`src/rtl/ges_pkg.sv`:
```
`timescale 1ns / 1ps
// ----------------------------------------------------------------------------
// ges_pkg
// Shared types, constants and fixed-point helpers for the linear system solver.
// ----------------------------------------------------------------------------
package ges_pkg;

  localparam int unsigned DefMaxUnknowns = 3;
  localparam int unsigned EntryW         = 16;
  localparam int unsigned ValW           = 64;
  localparam int unsigned FracW          = 32;
  localparam int unsigned SizeW          = 2;
  localparam int unsigned IdxOutW        = 2;
  localparam logic [SizeW-1:0] SizeReset = 2'd3;

  localparam logic signed [ValW-1:0] ValMax = {1'b0, {(ValW-1){1'b1}}};
  localparam logic signed [ValW-1:0] ValMin = {1'b1, {(ValW-1){1'b0}}};

  typedef enum logic [4:0] {
    ST_IDLE,
    ST_PIV_RD,
    ST_PIV_CHK,
    ST_SRCH_RD,
    ST_SRCH_CHK,
    ST_ELIM_J,
    ST_ELIM_RDN,
    ST_ELIM_RDD,
    ST_ELIM_DST,
    ST_ELIM_DIV,
    ST_ELIM_RDI,
    ST_ELIM_RDJ,
    ST_ELIM_MUL,
    ST_BACK_RDS,
    ST_BACK_SUM,
    ST_BACK_RDJ,
    ST_BACK_MST,
    ST_BACK_MUL,
    ST_BACK_RDP,
    ST_BACK_DST,
    ST_BACK_DIV,
    ST_BACK_EMIT,
    ST_SING_EMIT,
    ST_CLEAR
  } ges_state_e;

  // magnitude of a signed word; the most negative value maps to 2^63
  function automatic logic [ValW-1:0] mag_of(input logic signed [ValW-1:0] v);
    logic [ValW-1:0] r;
    r = v[ValW-1] ? (~v + 1'b1) : v;
    return r;
  endfunction

  // rebuild a signed word from sign and magnitude, saturating
  function automatic logic signed [ValW-1:0] from_mag(input logic neg, input logic over,
                                                      input logic [ValW-1:0] m);
    logic signed [ValW-1:0] r;
    if (neg) begin
      r = (over || m[ValW-1]) ? ValMin : -$signed(m);
    end else begin
      r = (over || m[ValW-1]) ? ValMax : $signed(m);
    end
    return r;
  endfunction

  function automatic logic signed [ValW-1:0] sat_sub(input logic signed [ValW-1:0] a,
                                                     input logic signed [ValW-1:0] b);
    logic signed [ValW:0] d;
    logic signed [ValW-1:0] r;
    d = {a[ValW-1], a} - {b[ValW-1], b};
    if (d[ValW] != d[ValW-1]) begin
      r = d[ValW] ? ValMin : ValMax;
    end else begin
      r = d[ValW-1:0];
    end
    return r;
  endfunction

endpackage

```
`src/rtl/ges_div.sv`:
```
`timescale 1ns / 1ps
// ----------------------------------------------------------------------------
// ges_div
// Radix-2 restoring divider for Q31.32 quotients (a << 32) / b, saturating.
// ----------------------------------------------------------------------------
module ges_div (
  input  logic                              clk_i,
  input  logic                              rst_ni,
  input  logic                              start_i,
  input  logic signed [ges_pkg::ValW-1:0]   a_i,
  input  logic signed [ges_pkg::ValW-1:0]   b_i,
  output logic                              done_o,
  output logic signed [ges_pkg::ValW-1:0]   res_o
);

  localparam int unsigned NumW  = ges_pkg::ValW + ges_pkg::FracW;
  localparam int unsigned CntW  = $clog2(NumW + 1);

  logic                        busy_q;
  logic                        done_q;
  logic [CntW-1:0]             cnt_q;
  logic [NumW-1:0]             num_q;
  logic [ges_pkg::ValW-1:0]    rem_q;
  logic [ges_pkg::ValW-1:0]    den_q;
  logic [ges_pkg::ValW-1:0]    quo_q;
  logic                        over_q;
  logic                        neg_q;

  logic [ges_pkg::ValW:0]      trial;
  logic                        fits;
  logic [ges_pkg::ValW:0]      diff;
  logic [ges_pkg::ValW-1:0]    ua;
  logic [ges_pkg::ValW-1:0]    ub;

  assign ua    = ges_pkg::mag_of(a_i);
  assign ub    = ges_pkg::mag_of(b_i);
  assign trial = {rem_q, num_q[NumW-1]};
  assign fits  = trial >= {1'b0, den_q};
  assign diff  = trial - {1'b0, den_q};

  always_ff @(posedge clk_i or negedge rst_ni) begin
    if (!rst_ni) begin
      busy_q <= 1'b0;
      done_q <= 1'b0;
      cnt_q  <= '0;
    end else begin
      done_q <= 1'b0;
      if (start_i) begin
        // a zero divisor finishes at once with a saturated result
        busy_q <= (ub != '0);
        done_q <= (ub == '0);
        cnt_q  <= CntW'(NumW);
      end else if (busy_q) begin
        cnt_q <= cnt_q - 1'b1;
        if (cnt_q == CntW'(1)) begin
          busy_q <= 1'b0;
          done_q <= 1'b1;
        end
      end
    end
  end

  always_ff @(posedge clk_i) begin
    if (start_i) begin
      num_q  <= {ua, {ges_pkg::FracW{1'b0}}};
      rem_q  <= '0;
      den_q  <= ub;
      quo_q  <= '0;
      over_q <= (ub == '0);
      neg_q  <= a_i[ges_pkg::ValW-1] ^ b_i[ges_pkg::ValW-1];
    end else if (busy_q) begin
      num_q  <= {num_q[NumW-2:0], 1'b0};
      rem_q  <= fits ? diff[ges_pkg::ValW-1:0] : trial[ges_pkg::ValW-1:0];
      over_q <= over_q | quo_q[ges_pkg::ValW-1];
      quo_q  <= {quo_q[ges_pkg::ValW-2:0], fits};
    end
  end

  assign done_o = done_q;
  assign res_o  = ges_pkg::from_mag(neg_q, over_q, quo_q);

endmodule

```
`config.mk`:
```
export PLATFORM = sky130hd
export DESIGN_NAME = ges_div
export DESIGN_NICKNAME = d
export VERILOG_FILES = /design/src/rtl/ges_pkg.sv /design/src/rtl/ges_div.sv
export SDC_FILE = /design/constraint.sdc
export NUM_CORES = 1
export LEC_CHECK = 0
export BUFFER_PORTS_ARGS = -buffer_cell sky130_fd_sc_hd__buf_2
export CAP_MARGIN = 20
export CORE_ASPECT_RATIO = 0.8
export CORE_MARGIN = 2
export CORE_UTILIZATION = 51
export CTS_CLUSTER_DIAMETER = 60
export DETAILED_ROUTE_END_ITERATION = 7
export MAX_ROUTING_LAYER = met4
export PLACE_DENSITY = 0.7
export REMOVE_ABC_BUFFERS = 1
export SLEW_MARGIN = 40
export SYNTH_ARGS = -nofsm -noshare
export SYNTH_HDL_FRONTEND = slang
export SYNTH_SLANG_ARGS = --single-unit
```
`constraint.sdc`:
```
create_clock -name clk_i -period 9.3 [get_ports clk_i]
set_input_delay 0 -clock clk_i [delete_from_list [all_inputs] [get_ports clk_i]]
set_output_delay 0 -clock clk_i [all_outputs]
set_load 0.01 [all_outputs]
```
; Word level (Yosys, flattened, before mapping)
; Cells that the tools add are included.
[word_totals]
regBits = 267
inputBits = 131
out_inout_bits = 65
word_cells = 42
[classes]
add_sub_neg = 5
magnitude_cmp = 1
n_eq_ne = 1
muxes = 18
bitwise_logic = 4
reduce_logical = 4
[op_table]
columns = cell, n
row1 = 64-bit 2-to-1 mux, 6
row2 = 96-bit 2-to-1 mux, 2
row3 = 64-bit by 1-bit adder with 64-bit output (second input constant), 2
row4 = 64-bit NOT, 2
row5 = 65-bit by 64-bit >= comparator with 1-bit output, 1
row6 = 64-bit logical NOT, 1
row7 = 64-bit negator, 1
row8 = 64-bit nonzero test, 1
row9 = 64-bit subtractor, 1
row10 = 7-bit 2-to-1 mux, 2
row11 = 1-bit 2-to-1 mux, 8
row12 = 7-bit by 1-bit == test with 1-bit output (second input constant), 1
row13 = 7-bit by 1-bit subtractor with 7-bit output (second input constant), 1
row14 = 2-bit nonzero test, 1
row15 = 1-bit logical OR, 1
row16 = 1-bit bitwise OR, 1
row17 = 1-bit XOR, 1

; Logic depth before layout (Yosys ltp)
[depth]
depth_word = 5
mapped_depth = 15
depth_no_buf = 13

; Worst setup path before layout
; Ideal clock, no wire load.
[synth_path]
kind = register -> output
startpoint = register quo_q[11] in the netlist's numbering
endpoint = output res_o[55] in the netlist's numbering
arrival_time_ps = 3448
path_slack_ps = 5852
path_stages_with_launch = 11
n_path_buf = 1
cell_sequence = dfxtp_1 -> or4_1 -> or3_1 -> or3_1 -> nand2b_1 -> buf_2 -> or3_1 -> or4_4 -> or2_1 -> o31ai_1 -> xor2_1
[synth_via]
elab_chain_cells = 3
[synth_lines]
columns = item, line
row1 = "start, declared", ges_div.sv:25  ; logic [ges_pkg::ValW-1:0] quo_q;
row2 = "start signal, assigned", ges_div.sv:75  ; quo_q <= {quo_q[ges_pkg::ValW-2:0], fits};
row3 = 64-bit negator, ges_pkg.sv:58  ; r = (over || m[ValW-1]) ? ValMin : -$signed(m);
row4 = 64-bit 2-to-1 mux, ges_pkg.sv:58
row5 = 64-bit 2-to-1 mux, ges_pkg.sv:57  ; if (neg) begin
row6 = "end, declared", ges_div.sv:13  ; output logic signed [ges_pkg::ValW-1:0] res_o
; Every way passes these cells.

; Worst setup path in the final report
[layout_path]
startpoint = register quo_q[11] in the netlist's numbering
endpoint = output res_o[57] in the netlist's numbering
; The elaborated chain is that of the path after synthesis.

==> impl_metrics.json <==
{
  "start_util_pct": 51.38,
  "cts_buffers": 34,
  "boundaryPins": 196,
  "hold_viol": 0,
  "postCtsResizedCells": 0,
  "min_path_type": "input port to register",
  "grt_max_degree": 174,
  "synth_xor_area_share_pct": 9.610,
  "clk_path_buf_depth": 3,
  "finalSetupViolations": 0,
  "clock-root-buffer": "clkbuf_16",
  "avgRoutedWirePerCell_um": 19.13,
  "dpl_cell_area_um2": 20660,
  "path_class": "register to output port",
  "worstSetupEndpointType": "output port",
  "tns_ns": 0,
  "syn_to_final_growth_pct": 19.64,
  "grt.overflow.total": 0,
  "synth_area_leader_cell": "edfxtp_1",
  "power_leakage_nw": 10.20,
  "h-tree-depth": 2,
  "place_congestion": 0.9998,
  "crit_arrival_ns": 4.66,
  "period_share_pct": 50.07,
  "power.total_w": 0.003328,
  "die_y_um": 178.9,
  "antenna_found_initial": 4,
  "rows": 64,
  "syn_inst": 2377,
  "synth_flop_cell": "edfxtp_1",
  "postCtsSetupBuffers": 0,
  "layout_commonest_cell": "nor2_1",
  "max_slew_margin_pct": 39.43,
  "die_area_um2": 39830,
  "num-nets-final": 2810,
  "synth_edf_count": 130,
  "drt_iter0_drc": 2372,
  "antenna_left": 0,
  "synth_simple_gate_area_share_pct": 21.39,
  "drive_gt1_share_pct": 11.65,
  "grt_pass1_wl_um": 93680,
  "path_buf_inv": 1,
  "wirelength_um": 59960,
  "synthTopCellsByArea": "edfxtp_1 (20%), dfxtp_1 (13%), nor2_1 (6.8%)",
  "synth_compound_area_share_pct": 20.66,
  "synth-async-reset-ratio_pct": 3.371,
  "slew_violations": 0,
  "clkSlewWorstSetupHoldPaths_ns": 0.06,
  "final_cell_area_um2": 23330,
  "tightest_slew_ns": 0.9002,
  "cp_slowest_cell": "or4_1",
  "crit_family": "simple AND/OR/NAND/NOR gates",
  "insertion_delay_ns": 0.53,
  "layout_common_cells": "nor2_1 (351), buf_2 (193), a21oi_1 (189)",
  "pre_cts_slack_ns": 5.003,
  "fin_skew_ns": 0.02035,
  "die_w_um": 222.6,
  "synth_top_cell_area_share_pct": 20.02,
  "synth_seq_area_share_pct": 34.31,
  "synth_warnings": 0,
  "setup.worst_path.start_class": "register",
  "rsz0062_at_grt": "no",
  "crit_path_max_incr_delay_ns": 0.62,
  "grt_pass1_vias": 17360,
  "io_buffers": 195,
  "cts_sinks": 267,
  "ys_ff_latch": 267,
  "status": "finished, final reports clean",
  "timing.fmax_ghz": 0.2148,
  "synthDistinctLibCells": 74,
  "dp_hpwl_um": 41350,
  "drtPass1Iterations": 6,
  "vias": 19180,
  "syn_area_um2": 19500,
  "fin_crit_ns": 4.656,
  "synth.avg_cell_area_um2": 8.205,
  "cp_max_fo": 9,
  "vdd_drop_max_mv": 0.1111,
  "fp.coreArea_um2": 37960,
  "hold_buffers": 136,
  "synth_top_family_by_area": "simple AND/OR/NAND/NOR gates",
  "post-route-worst-setup-slack_ns": 4.644,
  "grtUsageTotal_pct": 29.93,
  "crit_chain": "or4_1 -> or3_1 -> or3_1 -> nand2b_1 -> nor4_1 -> nand2b_1 -> nor2_1 -> nand2_1 -> o41ai_1 -> xor2_1 -> buf_2",
  "synth_mux_area_share_pct": 4.882,
  "viasPerCell": 6.118,
  "max_cap_viol_count": 0,
  "cts_tree": "built",
  "synthAdderAreaFrac_pct": 4.529,
  "drc": 0,
  "p_per_area_nw_per_um2": 142.6,
  "required_ns": 9.30
}
power by group:
group	internal [W]	switching [W]	leakage (nW)
registers	0.00132	0.0000304	2.44
logic	0.000205	0.000308	7.15
clock network	0.000896	0.000569	0.613
stage by stage:
step / hold slack [ns] / std cells / util (%)
after floorplan: -0.2956 / 2229 / -
after global placement: -0.1381 / 2931 / 54.42
after detailed placement: -0.1345 / 2931 / 54.44
after CTS: 0.01028 / 3129 / 61.31
after global routing: 0.01960 / 3134 / 61.47
final: 0.07996 / 3135 / 61.48
metal layers:
metal	routed length (um)	global-route usage [%]	share of wire, %	up-vias
met5	0	-	0	-
met4	1400	7.802	2.3	0
met3	4763	4.933	7.9	117
met2	25970	44.43	43	850
met1	27830	42.37	46	9118
li1	-	-	-	9096
Yosys cell counts (29+ instances only):
| master | n |
|---|---|
| ha_1 | 69 |
| a21oi_1 | 189 |
| o41ai_1 | 31 |
| nor2_1 | 351 |
| nand2_1 | 175 |
| inv_1 | 89 |
| nand4_1 | 32 |
| or4_1 | 33 |
| nand3_1 | 39 |
| o21ai_0 | 119 |
| dfxtp_1 | 128 |
| nor4_1 | 29 |
| clkbuf_1 | 134 |
| edfxtp_1 | 130 |
| nor3_1 | 57 |
| o31ai_1 | 42 |
| a21o_1 | 37 |
| a211oi_1 | 60 |
| xor2_1 | 114 |
| nand2b_1 | 35 |
| xnor2_1 | 100 |
| or3_1 | 39 |
| mux2i_1 | 85 |
layout make-up:
type	count	area (um^2)
diodes	5	12.51
clock buffers	41	970.9
clock inverters	21	275.3
fillers	3279	14620
inverters	89	334.1
multi-input cells	1873	11930
flip-flops and latches	267	6695
well taps	495	619.3
repair buffers	344	2495
path summary, 6_finish.rpt:
check / end / cells past startpoint / slack (ns) / from
max reg2reg: rem_q[21]$_SDFFE_PP0P_ / 13 / 4.94 / den_q[1]$_DFFE_PP_
min in group asynchronous: cnt_q[3]$_DFFE_PN0P_ / 3 / 0.48 / rst_ni
max in group asynchronous: busy_q$_DFF_PN0_ / 3 / 8.49 / rst_ni
min reg2reg: rem_q[1]$_SDFFE_PP0P_ / 2 / 0.50 / rem_q[1]$_SDFFE_PP0P_
max: res_o[57] / 11 / 4.64 / quo_q[11]$_SDFFE_PP0P_
min: den_q[54]$_DFFE_PP_ / 2 / 0.08 / b_i[54]
worst register-to-register path, cell delays in order (launching register included):
cell and delay [ns]:
edfxtp_1 0.42, inv_1 0.08, ha_1 0.23, nor2b_1 0.15
o31a_1 0.28, o21ai_0 0.58, o21a_1 0.25, a2111o_1 0.21
o211ai_1 0.26, nand2_4 0.39, buf_4 0.68, mux2_2 0.49
mux2i_1 0.14, nor2_1 0.06
state kept, by name, summed over array words and instances, names as in the netlist:
| name | flops |
|---|---|
| cnt_q | 7 |
| over_q | 1 |
| done_o | 1 |
| quo_q | 64 |
| den_q | 64 |
| neg_q | 1 |
| rem_q | 64 |
| busy_q | 1 |
| num_q | 64 |
kinds of logic after synthesis:
kind of cell | after synthesis
fa+ha+maj | 70
flops | 267
buf+inv | 237
xor+xnor | 214
simple gates | 875
compound gates | 620
mux | 94
No activity file was read; power rests on OpenSTA's default activity.
