===== src/rtl/ges_pkg.sv =====
`timescale 1ns / 1ps
// ----------------------------------------------------------------------------
// ges_pkg
// Shared types, constants and fixed-point helpers for the linear system solver.
// ----------------------------------------------------------------------------
package ges_pkg;

  localparam int unsigned DefMaxUnknowns = 3;
  localparam int unsigned EntryW         = 16;
  localparam int unsigned ValW           = 64;
  localparam int unsigned FracW          = 32;
  localparam int unsigned SizeW          = 2;
  localparam int unsigned IdxOutW        = 2;
  localparam logic [SizeW-1:0] SizeReset = 2'd3;

  localparam logic signed [ValW-1:0] ValMax = {1'b0, {(ValW-1){1'b1}}};
  localparam logic signed [ValW-1:0] ValMin = {1'b1, {(ValW-1){1'b0}}};

  typedef enum logic [4:0] {
    ST_IDLE,
    ST_PIV_RD,
    ST_PIV_CHK,
    ST_SRCH_RD,
    ST_SRCH_CHK,
    ST_ELIM_J,
    ST_ELIM_RDN,
    ST_ELIM_RDD,
    ST_ELIM_DST,
    ST_ELIM_DIV,
    ST_ELIM_RDI,
    ST_ELIM_RDJ,
    ST_ELIM_MUL,
    ST_BACK_RDS,
    ST_BACK_SUM,
    ST_BACK_RDJ,
    ST_BACK_MST,
    ST_BACK_MUL,
    ST_BACK_RDP,
    ST_BACK_DST,
    ST_BACK_DIV,
    ST_BACK_EMIT,
    ST_SING_EMIT,
    ST_CLEAR
  } ges_state_e;

  // magnitude of a signed word; the most negative value maps to 2^63
  function automatic logic [ValW-1:0] mag_of(input logic signed [ValW-1:0] v);
    logic [ValW-1:0] r;
    r = v[ValW-1] ? (~v + 1'b1) : v;
    return r;
  endfunction

  // rebuild a signed word from sign and magnitude, saturating
  function automatic logic signed [ValW-1:0] from_mag(input logic neg, input logic over,
                                                      input logic [ValW-1:0] m);
    logic signed [ValW-1:0] r;
    if (neg) begin
      r = (over || m[ValW-1]) ? ValMin : -$signed(m);
    end else begin
      r = (over || m[ValW-1]) ? ValMax : $signed(m);
    end
    return r;
  endfunction

  function automatic logic signed [ValW-1:0] sat_sub(input logic signed [ValW-1:0] a,
                                                     input logic signed [ValW-1:0] b);
    logic signed [ValW:0] d;
    logic signed [ValW-1:0] r;
    d = {a[ValW-1], a} - {b[ValW-1], b};
    if (d[ValW] != d[ValW-1]) begin
      r = d[ValW] ? ValMin : ValMax;
    end else begin
      r = d[ValW-1:0];
    end
    return r;
  endfunction

endpackage


===== src/rtl/ges_mul.sv =====
`timescale 1ns / 1ps
// ----------------------------------------------------------------------------
// ges_mul
// Q31.32 multiplier built from four 32x32 partial products, saturating.
// ----------------------------------------------------------------------------
module ges_mul (
  input  logic                              clk_i,
  input  logic                              rst_ni,
  input  logic                              start_i,
  input  logic signed [ges_pkg::ValW-1:0]   a_i,
  input  logic signed [ges_pkg::ValW-1:0]   b_i,
  output logic                              done_o,
  output logic signed [ges_pkg::ValW-1:0]   res_o
);

  localparam int unsigned HalfW = ges_pkg::ValW / 2;
  localparam int unsigned AccW  = 2 * ges_pkg::ValW;

  logic                        busy_q;
  logic                        done_q;
  logic [2:0]                  ph_q;
  logic [ges_pkg::ValW-1:0]    ua_q;
  logic [ges_pkg::ValW-1:0]    ub_q;
  logic                        neg_q;
  logic [ges_pkg::ValW-1:0]    pp_q;
  logic [AccW-1:0]             acc_q;

  logic [HalfW-1:0]            opa;
  logic [HalfW-1:0]            opb;
  logic [AccW-1:0]             pp_shift;

  always_comb begin
    opa      = ua_q[HalfW-1:0];
    opb      = ub_q[HalfW-1:0];
    pp_shift = AccW'(pp_q);
    case (ph_q)
      3'd0: begin
        opa = ua_q[HalfW-1:0];
        opb = ub_q[HalfW-1:0];
      end
      3'd1: begin
        opa = ua_q[HalfW-1:0];
        opb = ub_q[ges_pkg::ValW-1:HalfW];
      end
      3'd2: begin
        opa = ua_q[ges_pkg::ValW-1:HalfW];
        opb = ub_q[HalfW-1:0];
      end
      3'd3: begin
        opa = ua_q[ges_pkg::ValW-1:HalfW];
        opb = ub_q[ges_pkg::ValW-1:HalfW];
      end
      default: begin
        opa = '0;
        opb = '0;
      end
    endcase
    // product registered last cycle belongs to the previous phase
    case (ph_q)
      3'd2, 3'd3: pp_shift = AccW'(pp_q) << HalfW;
      3'd4:       pp_shift = AccW'(pp_q) << ges_pkg::ValW;
      default:    pp_shift = AccW'(pp_q);
    endcase
  end

  always_ff @(posedge clk_i or negedge rst_ni) begin
    if (!rst_ni) begin
      busy_q <= 1'b0;
      done_q <= 1'b0;
      ph_q   <= '0;
    end else begin
      done_q <= 1'b0;
      if (start_i) begin
        busy_q <= 1'b1;
        ph_q   <= '0;
      end else if (busy_q) begin
        ph_q <= ph_q + 1'b1;
        if (ph_q == 3'd4) begin
          busy_q <= 1'b0;
          done_q <= 1'b1;
        end
      end
    end
  end

  always_ff @(posedge clk_i) begin
    if (start_i) begin
      ua_q  <= ges_pkg::mag_of(a_i);
      ub_q  <= ges_pkg::mag_of(b_i);
      neg_q <= a_i[ges_pkg::ValW-1] ^ b_i[ges_pkg::ValW-1];
      acc_q <= '0;
    end else if (busy_q) begin
      pp_q <= opa * opb;
      if (ph_q != 3'd0) begin
        acc_q <= acc_q + pp_shift;
      end
    end
  end

  assign done_o = done_q;
  assign res_o  = ges_pkg::from_mag(neg_q, acc_q[AccW-1:ges_pkg::ValW+HalfW] != '0,
                                    acc_q[ges_pkg::ValW+HalfW-1:HalfW]);

endmodule


===== config.mk =====
export PLATFORM = sky130hd
export DESIGN_NAME = ges_mul
export DESIGN_NICKNAME = d
export VERILOG_FILES = /design/src/rtl/ges_pkg.sv /design/src/rtl/ges_mul.sv
export SDC_FILE = /design/constraint.sdc
export NUM_CORES = 2
export LEC_CHECK = 0
export ABC_AREA = 1
export BUFFER_PORTS_ARGS = -buffer_cell sky130_fd_sc_hd__buf_2
export CORE_ASPECT_RATIO = 1.2
export CORE_MARGIN = 2
export CORE_UTILIZATION = 40
export CTS_BUF_LIST = sky130_fd_sc_hd__clkbuf_4
export DETAILED_ROUTE_END_ITERATION = 10
export REMOVE_ABC_BUFFERS = 1
export SYNTH_ARGS = -nofsm -noshare
export SYNTH_HDL_FRONTEND = slang
export SYNTH_SLANG_ARGS = --single-unit
export TNS_END_PERCENT = 100

===== constraint.sdc =====
create_clock -name clk_i -period 9.35 [get_ports clk_i]
set_clock_uncertainty 0.2 [all_clocks]
set_input_delay 0.935 -clock clk_i [delete_from_list [all_inputs] [get_ports clk_i]]
set_output_delay 0.935 -clock clk_i [all_outputs]
set_load 0.1 [all_outputs]

After elaboration in Yosys (flattened, before gate mapping)
Index checks and enable logic that the tools add are counted.
{"block": "word_totals", "ff_bits": 326, "latch_bits": 0, "mem_bits_rw": 0, "mem_bits_ro": 0, "input_bits": 131, "out_inout_bits": 65, "elab_cells": 51, "mem_count": 0}
{"block": "op_classes", "n_addsub": 5, "n_mul": 1, "n_div": 0, "order_cmp": 0, "eq_ne": 4, "n_shift": 0, "n_mux": 16, "bitwise": 4, "reduce_logical": 11}
{"cell": "$pmux 128 s2", "count": 1}
{"cell": "$mux 64", "count": 3}
{"cell": "$add 128x128->128", "count": 1}
{"cell": "$add 64x1->64 const B", "count": 2}
{"cell": "$not 64->64", "count": 2}
{"cell": "$pmux 32 s2", "count": 2}
{"cell": "$mux 63", "count": 2}
{"cell": "$mul 32x32->64", "count": 1}
{"cell": "$neg 64->64", "count": 1}
{"cell": "$reduce_bool 32->1", "count": 1}
{"cell": "$reduce_or 2->1", "count": 4}
{"cell": "$eq 3x2->1 const B", "count": 2}
{"cell": "$mux 1", "count": 6}
{"cell": "$mux 3", "count": 2}
{"cell": "$reduce_and 2->1", "count": 2}
{"cell": "$add 3x1->3 const B", "count": 1}
{"cell": "$eq 3x1->1 const B", "count": 1}
{"cell": "$eq 3x3->1 const B", "count": 1}
{"cell": "$logic_not 3->1", "count": 1}
{"cell": "$reduce_bool 3->1", "count": 1}
{"cell": "$reduce_bool 2->1", "count": 1}
{"cell": "$logic_or 1x1->1", "count": 1}
{"cell": "$not 1->1", "count": 1}
{"cell": "$xor 1x1->1", "count": 1}

Longest topological paths before layout
{"block": "depth", "ltp_word": 4, "ltp_mapped": 39, "mapped_depth_nobuf": 37}

Least setup slack after synthesis
OpenSTA, ideal clock, no wires.
{"block": "synth_timing", "path_kind": "register to register", "startpoint": "reg ph_q[0]", "endpoint": "reg pp_q[57] in the netlist's numbering (data pin)", "setup_time_ps": 252, "t_arrival_ps": 7228, "required_ps": 8898, "setup_slack_ps": 1670, "stages_incl_launch_ff": 33, "path_buffers": 2, "period_less_slack_ps": 7680, "cell_sequence": "dfrtp_1 -> inv_1 -> ha_1 -> o21ai_1 -> clkbuf_1 -> o22ai_1 -> clkbuf_1 -> nand2_1 -> inv_1 -> fa_1 -> fa_1 -> inv_1 -> fa_1 -> fa_1 -> inv_1 -> fa_1 -> fa_1 -> fa_1 -> inv_1 -> fa_1 -> inv_1 -> ha_1 -> a21o_1 -> a21oi_1 -> nor2_1 -> nor2_1 -> nor2_1 -> nor2_1 -> nor2_1 -> nor3_1 -> nand2_1 -> nand2_1 -> nand2_1"}
{"block": "synth_via", "elab_chain_len": 4, "elab_cells_between_ends": 11, "classes_between": "1 x mul; 3 x eq/ne; 2 x mux; 5 x reduce/logical"}
{"element": "start, declared", "line_no": "ges_mul.sv:21", "rtl": "logic [2:0] ph_q;"}
{"element": "start signal, assigned", "line_no": "ges_mul.sv:77", "rtl": "ph_q <= ph_q + 1'b1;"}
{"element": "$eq 3x2->1, or another cell as far along", "line_no": "ges_mul.sv:36", "rtl": "case (ph_q)"}
{"element": "$reduce_or 2->1 (no line)"}
{"element": "$pmux 32 s2", "line_no": "ges_mul.sv:36"}
{"element": "$mul 32x32->64 *", "line_no": "ges_mul.sv:93", "rtl": "pp_q <= opa * opb;"}
{"element": "end signal, assigned", "line_no": "ges_mul.sv:93"}
{"element": "end, declared", "line_no": "ges_mul.sv:25", "rtl": "logic [ges_pkg::ValW-1:0] pp_q;"}
Mark *: on every way between the ends. The rest lies on a longest branch, timed or not.
A chain may end at the register's enable or synchronous reset.

Worst setup path after layout
{"block": "layout_timing", "startpoint": "reg ph_q[1]", "endpoint": "reg pp_q[50] in the netlist's numbering (data pin)"}
Same word-level chain as after synthesis.

==> impl_metrics.yaml <==
route:
  route.antenna.remaining_nets: 0
  totalWireLength_um: 294700
  post_drt_via_cell_ratio: 4.957
  drc: 0
  first_pass_iters: 8
  drt-wirelength-per-cell_um: 22.59
  initialDrtViolationCount: 4033
  vias: 64662
placement:
  placement.cell_area_um2: 73820
  routabilityCongestion: 1.047
  place_worst_setup_slack_ns: 0.05853
  port_buffers: 195
  detailed_place_hpwl_um: 252900
clock_network:
  numCtsBuffers: 101
  cts_sinks: 326
  clock_tree_buffer_depth: 3
  cts.htree.levels: 3
  clk_pin_slew_ns: 0.07
  tritoncts: "yes"
  worstSkewPairLatency_ns: 1.13
  clockRootBuffer: "clkbuf_4"
global_route:
  grt_start_max_net_pins: 128
  grt_pass1_vias: 68553
  grtUsageTotal_pct: 33.68
  antenna_found_initial: 7
  overflow: 0
  grt_first_pass_wirelength_um: 431400
synth:
  synthSimpleGateAreaFrac_pct: 26.31
  synth_top_family_by_area: "adder cells"
  syn-cell-area_um2: 68420
  synth_edf_count: 193
  synth-adder-area-share_pct: 33.52
  synth-async-reset-ratio_pct: 1.534
  ys.flop_type: "edfxtp_1"
  post_synth_xor_area_fraction_pct: 3.533
  yosysSeqAreaShare_pct: 12.40
  synth_compound_area_share_pct: 6.108
  gate_count_post_synth: 10355
  synth.lib_cells_used.distinct: 55
  ys.warnings.count: 0
  yosys-mux-area-fraction_pct: 0
  post_synth.cell_area_avg_um2: 6.607
  postSynthRegisterBits: 326
timing:
  setup_viol: 0
  fin_crit_sh_pct: 96.38
  max_clock_freq_ghz: 0.1110
  layout_setup_ws_ns: 0.3383
  worst_slew_pin_slew_ns: 1.140
  layout_min_cycle_time_ns: 9.012
  final-max-slew-violation-count: 0
  timing.setup.tns_ns: 0
  finalHoldViolCount: 0
  slew_headroom_pct: 24.03
  unrepaired_setup_endpoints_after_global_routing: "false"
  worst_hold_slack_ns: 0.05679
floorplanning:
  chipHeight_um: 457.1
  placement_rows: 166
  die-area_um2: 174400
  core-area_um2: 170300
  floorplan.initialDensity_pct: 40.17
  io_pins: 196
  die-width_um: 381.5
worst_setup_path:
  max_stage_delay_ns: 0.63
  r2r_start: "ph_q[1]$_DFFE_PN0P_"
  worst_ep_arrival_time_ns: 9.62
  reg2reg_depth: 29
  critical_path.reg2reg.endpoint: "pp_q[50]$_DFFE_PP_"
  cp_common_cell: "fa_1"
  critical_path.endpoint_type: "flop"
  worstSetupStartpointType: "flop"
  reg2reg_slack_ns: 0.34
  criticalPathCategory: "flop to flop"
  critical_path.slowest_cell: "o22ai_2"
  critPathRequiredTime_ns: 9.96
  worstPathMaxFanout: 10
layout:
  fin_area_um2: 76140
  area_delta_synth_final_pct: 11.29
  filler_cell_count: 18197
  fin_nets: 12118
  drive_gt1_share_pct: 8.470
worst_hold_path:
  hp-class: "input pin to flop"
  min_delay_path_depth: 2
  hold_path_end: "ub_q[38]$_DFFE_PP_"
  min-delay-start: "b_i[38]"
flow_run:
  max_cap_violations: 0
run_status:
  run_status: "finished clean"
==> cells in the final DEF, fill, tap and decap left out, types with 204 or more instances in the layout <==
| cell type | netlist | layout |
|---|---|---|
| a21oi_1 | 261 | 259 |
| buf_4 | 1 | 225 |
| fa_1 | 897 | 897 |
| ha_1 | 398 | 397 |
| inv_1 | 2896 | 2896 |
| nand2_1 | 3031 | 3029 |
| nand3_1 | 271 | 270 |
| nor2_1 | 781 | 780 |
| o21ai_0 | 205 | 204 |
| xor2_1 | 231 | 231 |
==> worst max-delay path: cells and delay by family (launching register included) <==
family / cells / cell delay [ns]
AO/OA/AOI/OAI: 6 / 1.95
flip-flops: 1 / 0.41
AND/OR/NAND/NOR: 2 / 0.25
buffers and inverters: 10 / 1.19
XOR/XNOR: 1 / 0.16
adder cells (fa/ha/maj): 10 / 4.51
==> layer usage <==
layer	vias up	part of all wire, %	track usage (%)
met3	825	4.2	3.726
met5	-	0.022	0
met4	4	9.1	25.25
li1	30902	-	-
met2	2088	52	63.36
met1	30843	34	33.89
==> state kept, by name, indices dropped and copies added (netlist names) <==
| signal | cells |
|---|---|
| pp_q | 64 |
| neg_q | 1 |
| acc_q | 128 |
| done_o | 1 |
| ub_q | 64 |
| ua_q | 64 |
| busy_q | 1 |
| ph_q | 3 |
==> synth_stat cells (all sizes together), types with 15 or more instances <==
cell type | count | area share [%]
nand2 | 3060 | 17
inv | 2961 | 16
fa | 897 | 26
nor2 | 857 | 5.0
ha | 398 | 7.3
nand3 | 288 | 2.2
o21ai | 281 | 2.1
a21oi | 265 | 2.0
xor2 | 231 | 3.0
clkbuf | 218 | 1.2
edfxtp | 193 | 8.5
dfxtp | 128 | 3.7
o22ai | 97 | 0.89
nor3 | 92 | 0.78
buf | 84 | 0.62
nand4 | 77 | 0.73
xnor2 | 45 | 0.58
nor4 | 41 | 0.47
o31ai | 25 | 0.27
a31oi | 18 | 0.16
o21bai | 16 | 0.18
o21a | 15 | 0.16
==> how the worst max path moves through the flow <==
stage / from / endpoint / depth (start not counted)
finish: ph_q[1]$_DFFE_PN0P_ / pp_q[50]$_DFFE_PP_ / 29
global route: ph_q[0]$_DFFE_PN0P_ / pp_q[56]$_DFFE_PP_ / 30
CTS: ph_q[2]$_DFFE_PN0P_ / pp_q[53]$_DFFE_PP_ / 28
detailed placement: ph_q[0]$_DFFE_PN0P_ / pp_q[53]$_DFFE_PP_ / 27
global placement: ph_q[0]$_DFFE_PN0P_ / pp_q[53]$_DFFE_PP_ / 27
floorplan: ph_q[0]$_DFFE_PN0P_ / pp_q[57]$_DFFE_PP_ / 32
==> per-stage QoR <==
stage / utilization (%) / cells
2_1_floorplan: - / 10053
3_3_place_gp: 43.35 / 12764
3_5_place_dp: 43.35 / 12764
4_1_cts: 44.56 / 13016
5_1_grt: 44.70 / 13042
6_report: 44.71 / 13045
==> layout make-up <==
type / instances / area (um^2) / area share, %
flip-flops and latches: 326 / 8483 / 11.14
well taps: 2268 / 2838 / 3.727
inverters: 2972 / 11160 / 14.66
repair buffers: 534 / 4237 / 5.564
clock buffers: 132 / 991.0 / 1.301
clock inverters: 47 / 300.3 / 0.3944
multi-input cells: 6757 / 48110 / 63.19
diodes: 9 / 22.52 / 0.02958
==> timing repair <==
item                                   in CTS  in global routing
pin swaps                                   1                  3
setup endpoints to repair                   1                  7
endpoints found under the hold margin      77                  0
resized for setup                           6                  5
hold buffers                               72                  0
cloned                                      1                  1
buffers inserted                            0                 19
==> kinds of logic after synthesis <==
group                    Yosys count
adder cells (fa/ha/maj)         1295
flip-flops                       326
AO/OA/AOI/OAI                    752
buffers and inverters           3274
AND/OR/NAND/NOR                 4432
XOR/XNOR                         276
Power is left out: the tool's default activity adds up to more than one toggle a clock period on the data nets, which glitch-free logic cannot reach.
